### config.mk
export PLATFORM = sky130hd
export DESIGN_NAME = indent_margin_stack_tokenizer_unit
export DESIGN_NICKNAME = d
export VERILOG_FILES = /design/src/hw/rtl/imst_pkg.sv /design/src/hw/rtl/indent_margin_stack_tokenizer_unit.sv
export SDC_FILE = /design/constraint.sdc
export NUM_CORES = 1
export LEC_CHECK = 0
export BUFFER_PORTS_ARGS = -buffer_cell sky130_fd_sc_hd__buf_2
export CORE_MARGIN = 5
export CORE_UTILIZATION = 60
export DETAILED_ROUTE_END_ITERATION = 10
export PLACE_DENSITY = 0.76
export SYNTH_ARGS = -nofsm -noshare
export SYNTH_HDL_FRONTEND = slang
export SYNTH_SLANG_ARGS = --single-unit
### constraint.sdc
create_clock -name clk -period 13.33 [get_ports clk]
set_clock_uncertainty 0.2 [all_clocks]
set_input_delay 2.666 -clock clk [delete_from_list [all_inputs] [get_ports clk]]
set_output_delay 2.666 -clock clk [all_outputs]
set_load 0.01 [all_outputs]
### src/hw/rtl/imst_pkg.sv
// Shared constants and types for the indentation margin stack tokenizer.
`default_nettype none

package imst_pkg;

	localparam int STACK_DEPTH = 16;
	localparam int MARGIN_BITS = 8;

	localparam int IN_W       = 8;
	localparam int TDATA_W    = 8;
	localparam int KIND_W     = 3;
	localparam int CNT_W      = $clog2(STACK_DEPTH + 1);
	localparam int IDX_W      = $clog2(STACK_DEPTH);
	localparam int CMP_W      = 16;
	localparam int MARGIN_MAX = (1 << MARGIN_BITS) - 1;

	typedef enum logic [KIND_W-1:0] {
		TK_EOL          = 3'd0,
		TK_INDENT       = 3'd1,
		TK_DEDENT       = 3'd2,
		TK_ERR_INDENT   = 3'd3,
		TK_ERR_OVERFLOW = 3'd4
	} token_kind_t;

endpackage

`default_nettype wire

### src/hw/rtl/indent_margin_stack_tokenizer_unit.sv
// Indentation margin stack tokenizer: line margins in, layout tokens out.
//
//   channel | dir | words                 | accepted when
//   s_*     | in  | one per source line   | s_tvalid && s_tready
//   m_*     | out | 0..N tokens per line  | m_tvalid && m_tready
//
// A line is accepted in S_IDLE, then makes one pass through the margin compare.
// A line that closes k margins runs S_CMP then S_POP once per closed margin:
// each close is a compare plus an EOL step, all through the single margin comparator.
// Each token waits for the one-word output register to drain.
// Reset leaves only the base margin 0 on the stack; no clearing pass.
// After an error every further line is accepted and dropped until reset.
`default_nettype none

module indent_margin_stack_tokenizer_unit (
	input  wire logic                        clk,
	input  wire logic                        arst_n,
	input  wire logic                        s_tvalid,
	output logic                             s_tready,
	input  wire logic [imst_pkg::TDATA_W-1:0] s_tdata,  // [7:0] indent_width
	input  wire logic                        s_tuser,   // [0] after_colon
	output logic                             m_tvalid,
	input  wire logic                        m_tready,
	output logic [imst_pkg::TDATA_W-1:0]     m_tdata,   // [2:0] token_kind, rest zero
	output logic                             m_tlast    // last_token
);
	import imst_pkg::*;

	typedef enum logic [1:0] {
		S_IDLE,
		S_CMP,
		S_POP
	} state_t;

	state_t                 state_q;
	logic [CNT_W-1:0]       count_q;
	logic                   err_q;
	logic [MARGIN_BITS-1:0] n_q;
	logic                   colon_q;
	logic                   out_valid_q;
	token_kind_t            out_kind_q;
	logic                   out_last_q;

	logic [MARGIN_BITS-1:0] margin_q [STACK_DEPTH];
	logic                   real_q   [STACK_DEPTH];

	logic [MARGIN_BITS-1:0] n_sat;
	logic [IDX_W-1:0]       top_idx;
	logic [MARGIN_BITS-1:0] top_margin;
	logic                   top_real;
	logic                   is_eq;
	logic                   is_gt;
	logic                   is_lt;
	logic                   full;
	logic                   more;
	logic                   slot_free;
	logic                   push_en;
	logic                   emit_en;
	token_kind_t            emit_kind;
	logic                   emit_last;
	logic                   set_err;
	logic                   cnt_inc;
	logic                   cnt_dec;
	state_t                 state_d;

	always_comb begin
		if ({{(CMP_W-IN_W){1'b0}}, s_tdata[IN_W-1:0]} > CMP_W'(MARGIN_MAX)) begin
			n_sat = MARGIN_BITS'(MARGIN_MAX);
		end else begin
			n_sat = MARGIN_BITS'(s_tdata[IN_W-1:0]);
		end
	end

	// shared margin comparator against the top of stack
	assign top_idx = IDX_W'(count_q - CNT_W'(1));
	always_comb begin
		if (top_idx == '0) begin
			top_margin = '0;
			top_real   = 1'b1;
		end else begin
			top_margin = margin_q[top_idx];
			top_real   = real_q[top_idx];
		end
	end
	assign is_eq     = (n_q == top_margin);
	assign is_gt     = (n_q > top_margin);
	assign is_lt     = !is_eq && !is_gt;
	assign full      = (count_q >= CNT_W'(STACK_DEPTH));
	assign more      = (count_q > CNT_W'(1)) && is_lt;
	assign slot_free = !out_valid_q || m_tready;

	always_comb begin
		push_en   = 1'b0;
		emit_en   = 1'b0;
		emit_kind = TK_EOL;
		emit_last = 1'b1;
		set_err   = 1'b0;
		cnt_inc   = 1'b0;
		cnt_dec   = 1'b0;
		state_d   = state_q;
		case (state_q)
			S_IDLE: begin
				if (s_tvalid && !err_q) begin
					state_d = S_CMP;
				end
			end
			S_CMP: begin
				if (slot_free) begin
					state_d = S_IDLE;
					if (is_eq) begin
						if (colon_q) begin
							emit_en   = 1'b1;
							emit_kind = TK_ERR_INDENT;
							set_err   = 1'b1;
						end else if (top_real) begin
							emit_en = 1'b1;
						end
					end else if (is_gt) begin
						if (full) begin
							emit_en   = 1'b1;
							emit_kind = TK_ERR_OVERFLOW;
							set_err   = 1'b1;
						end else begin
							push_en   = 1'b1;
							cnt_inc   = 1'b1;
							emit_en   = colon_q;
							emit_kind = TK_INDENT;
						end
					end else if (colon_q) begin
						emit_en   = 1'b1;
						emit_kind = TK_ERR_INDENT;
						set_err   = 1'b1;
					end else begin
						emit_en   = top_real;
						emit_kind = TK_DEDENT;
						emit_last = 1'b0;
						cnt_dec   = 1'b1;
						state_d   = S_POP;
					end
				end
			end
			S_POP: begin
				if (slot_free) begin
					emit_en   = 1'b1;
					emit_last = !more;
					state_d   = more ? S_CMP : S_IDLE;
				end
			end
			default: begin
				state_d = S_IDLE;
			end
		endcase
	end

	assign s_tready = (state_q == S_IDLE);

	always_ff @(posedge clk or negedge arst_n) begin
		if (!arst_n) begin
			state_q     <= S_IDLE;
			count_q     <= CNT_W'(1);
			err_q       <= 1'b0;
			out_valid_q <= 1'b0;
		end else begin
			state_q <= state_d;
			if (set_err) begin
				err_q <= 1'b1;
			end
			if (cnt_inc) begin
				count_q <= count_q + CNT_W'(1);
			end else if (cnt_dec) begin
				count_q <= count_q - CNT_W'(1);
			end
			if (emit_en) begin
				out_valid_q <= 1'b1;
			end else if (m_tready) begin
				out_valid_q <= 1'b0;
			end
		end
	end

	always_ff @(posedge clk) begin
		if (s_tvalid && s_tready) begin
			n_q     <= n_sat;
			colon_q <= s_tuser;
		end
		if (emit_en) begin
			out_kind_q <= emit_kind;
			out_last_q <= emit_last;
		end
		if (push_en) begin
			margin_q[count_q[IDX_W-1:0]] <= n_q;
			real_q[count_q[IDX_W-1:0]]   <= colon_q;
		end
	end

	assign m_tvalid = out_valid_q;
	assign m_tdata  = {{(TDATA_W-KIND_W){1'b0}}, out_kind_q};
	assign m_tlast  = out_last_q;

	a_count_range: assert property (@(posedge clk) disable iff (!arst_n)
		(count_q != '0) && (count_q <= CNT_W'(STACK_DEPTH)))
		else $error("stack count out of range");

	a_err_halts: assert property (@(posedge clk) disable iff (!arst_n)
		(err_q && state_q == S_IDLE) |=> (state_q == S_IDLE))
		else $error("sequencer left idle after error");

	a_err_last: assert property (@(posedge clk) disable iff (!arst_n)
		(m_tvalid && (out_kind_q == TK_ERR_INDENT || out_kind_q == TK_ERR_OVERFLOW))
		|-> m_tlast)
		else $error("error token not last");

	a_count_step: assert property (@(posedge clk) disable iff (!arst_n)
		(count_q != $past(count_q)) |-> ($past(state_q) == S_CMP))
		else $error("stack count changed outside compare step");

endmodule

`default_nettype wire

==> qor.yml <==
outcome: "completed"
grt_max_degree: 46
holdCritStartpoint: "err_q"
netlist_area_um2: 7051
fillCellCount: 708
drv_slew: 0
postSynth.asyncResetShare_pct: 5.422
cts_buffers: 17
die_h_um: 118.4
cp-start-kind: "register"
worstSetupEndpointType: "register"
drv_cap: 0
synthMuxAreaShare_pct: 13.43
grt_usage_pct: 21.39
final_common_cell: "edfxtp_1"
relSlewSlack_pct: 27.43
rsz0062_at_grt: "false"
nets: 446
ys_types: 55
place_congestion: 0.8208
drt_pass1_iterations: 5
dpl_worst_slack_ns: 7.660
multi_input_area_um2: 1977
fin_setup_tns_ns: 0
min_period_ns: 5.627
hold_path_end: "err_q"
seq_area_frac_synth_pct: 70.08
yosys.area_share.xor_xnor_pct: 0.7276
antenna_cells: 0
gr-total-overflow: 0
syn_inst: 391
synth-seq-cells: 166
peakVddDrop_mv: 0.2111
power_switching_mw: 0.6890
cts_buffer_depth: 2
final_layout_size_suffix_gt1_share_pct: 21.91
regToRegSetupSlack_ns: 7.70
worstMarginPinSlew_ns: 1.083
r2r_end: "margin_q[0][3]"
postCtsSetupRepairBufs: 0
synth_ff_type: "edfxtp_1"
synthAdderAreaFrac_pct: 3.017
areaGrowthSynthToFinish_pct: 10.86
finish.instance_area_um2: 7816
first_iter_violations: 430
register_area_um2: 4941
drc: 0
cts_root_buf: "clkbuf_16"
p_int_mw: 1.254
setup_violations: 0
grt_pass1_wl_mm: 22.00
crit_type: "register to register"
antenna_found_initial: 0
static-leakage-power_nw: 2.664
fin_crit_sh_pct: 42.21
combPwrFrac_pct: 39.9
hold_path_depth: 1
rr_startpoint: "count_q[0]"
rows: 39
synth_compound_gate_area_share_pct: 4.969
report.final.hold_viol_count: 0
post-dp-hpwl_mm: 9.092
clkTransAtPathRegs_ns: 0.06
cts_htree_levels: 4
clkPwrFrac_pct: 24.4
arrival_ns: 5.48
cts_resized: 0
core_area_um2: 11470
postPlaceCellArea_um2: 7239
syn_area_per_cell_um2: 18.03
final_cell_mix: "edfxtp_1 (157), mux4_2 (36), nor2_1 (24)"
grt_pass1_vias: 3654
initial_core_util_pct: 61.48
r2r_cells: 14
power_density_nw_per_um2: 248.6
cts.sinks: 166
io_buffers: 18
synth_top_family_by_area: "multiplexers"
synth_edf_count: 157
routedWlPerCell_um: 24.57
dieArea_um2: 14020
ant_nets: 0
cp_data_required_time_ns: 13.18
fmax_mhz: 177.7
p_seq_share_pct: 35.6
clk_latency_ns: 0.42
timing.final.ws_setup_ns: 7.703
vias: 3623
swShare_pct: 35.46
vias_per_cell: 6.334
yosys_warnings: 0
hold_class: "register to register"
synthSimpleGateAreaFrac_pct: 5.626
cts-hold-fix-buffers: 0
io_pins: 24
cts_tree: "done"
worstPathMaxFanout: 45
chipWidth_um: 118.4
drt-total-wl_mm: 14.05
power_mw: 1.943
## area by class of cell
| cell class | instances | share of cell area (%) |
|---|---|---|
| Timing Repair Buffer | 21 | 1.441 |
| Clock inverter | 13 | 1.841 |
| Tap cell | 143 | 2.289 |
| Multi-Input combinational cell | 202 | 25.29 |
| Sequential cell | 166 | 63.21 |
| Clock buffer | 19 | 5.539 |
| Inverter | 8 | 0.3842 |
## state kept, by name (all words and copies together) (netlist names)
| name | cells |
|---|---|
| margin_q | 128 |
| real_q | 16 |
| n_q | 8 |
| count_q | 5 |
| out_kind_q | 3 |
| state_q | 2 |
| colon_q | 1 |
| err_q | 1 |
| m_tlast | 1 |
| m_tvalid | 1 |
## metal layers
layer	global-route usage [%]	wire length [µm]	vias up
li1	-	-	1611
met1	31.52	5924	1832
met2	32.35	6826	161
met3	4.489	1021	19
met4	7.512	279	0
met5	0	0	-
## worst max path at each step
stage	slack [ns]	start	endpoint	depth (start not counted)
after detailed placement	7.66	count_q[0]	margin_q[0][6]	14
after global placement	7.85	count_q[0]	margin_q[0][4]	14
after CTS	7.63	count_q[0]	margin_q[0][6]	14
final	7.70	count_q[0]	margin_q[0][3]	14
after floorplan	8.44	count_q[0]	margin_q[0][0]	18
after global routing	7.32	count_q[0]	real_q[2]	14
## cells in the mapped netlist, types with 2 or more instances
cell type	count	share of area [%]
a21oi_1	4	0.28
a32oi_1	6	0.75
and2_1	2	0.18
and3_1	2	0.18
buf_2	4	0.28
buf_4	5	0.53
buf_6	3	0.48
clkbuf_1	6	0.32
dfrtp_1	8	2.8
edfxtp_1	157	67
ha_1	17	3.0
inv_1	7	0.37
mux2i_1	11	1.6
mux4_2	36	11
nand2_1	20	1.1
nand2b_1	9	0.80
nand3_1	6	0.43
nand3b_1	3	0.32
nand4_1	4	0.35
nor2_1	24	1.3
nor2b_1	2	0.18
nor3_1	3	0.21
o211ai_1	5	0.53
o21a_1	4	0.43
o21ai_0	4	0.28
o21ai_1	8	0.57
xor2_1	3	0.37
## cells by family after synthesis
| kind of cell | Yosys count |
|---|---|
| other | 1 |
| xor gates and xnor gates | 5 |
| and+or+nand+nor | 80 |
| DFF | 166 |
| buffers and inverters | 27 |
| adders and majority gates | 17 |
| muxes | 48 |
| AOI/OAI and AO/OA | 47 |
## per-stage QoR
stage | util [%] | instances | hold slack, ns
3_5_place_dp | 63.13 | 540 | 0.2734
5_1_grt | 68.16 | 572 | 0.2978
4_1_cts | 68.16 | 572 | 0.2874
6_report | 68.16 | 572 | 0.2801
2_1_floorplan | - | 395 | 0.2377
3_3_place_gp | 63.13 | 540 | 0.2685
## worst max-delay path, cell delays in order (launching register included)
cell and delay (ns):
dfstp_2 0.51, buf_4 0.61, inv_1 0.21, ha_1 0.34
buf_4 0.44, mux4_2 0.38, mux4_1 0.49, and2_1 0.17
ha_1 0.17, nor2b_1 0.11, o211ai_1 0.11, a21oi_1 0.28
o2111a_1 0.35, nand2_1 0.21, nor2_1 0.65
## power groups by stage
stage	sequential, mW	combinational [mW]	clock, mW
3_5_place_dp	0.702	0.771	0
6_report	0.692	0.776	0.475
3_3_place_gp	0.702	0.753	0
5_1_grt	0.698	0.854	0.508
2_1_floorplan	0.677	0.618	0
4_1_cts	0.692	0.778	0.482
(Power assumes the default switching activity.)
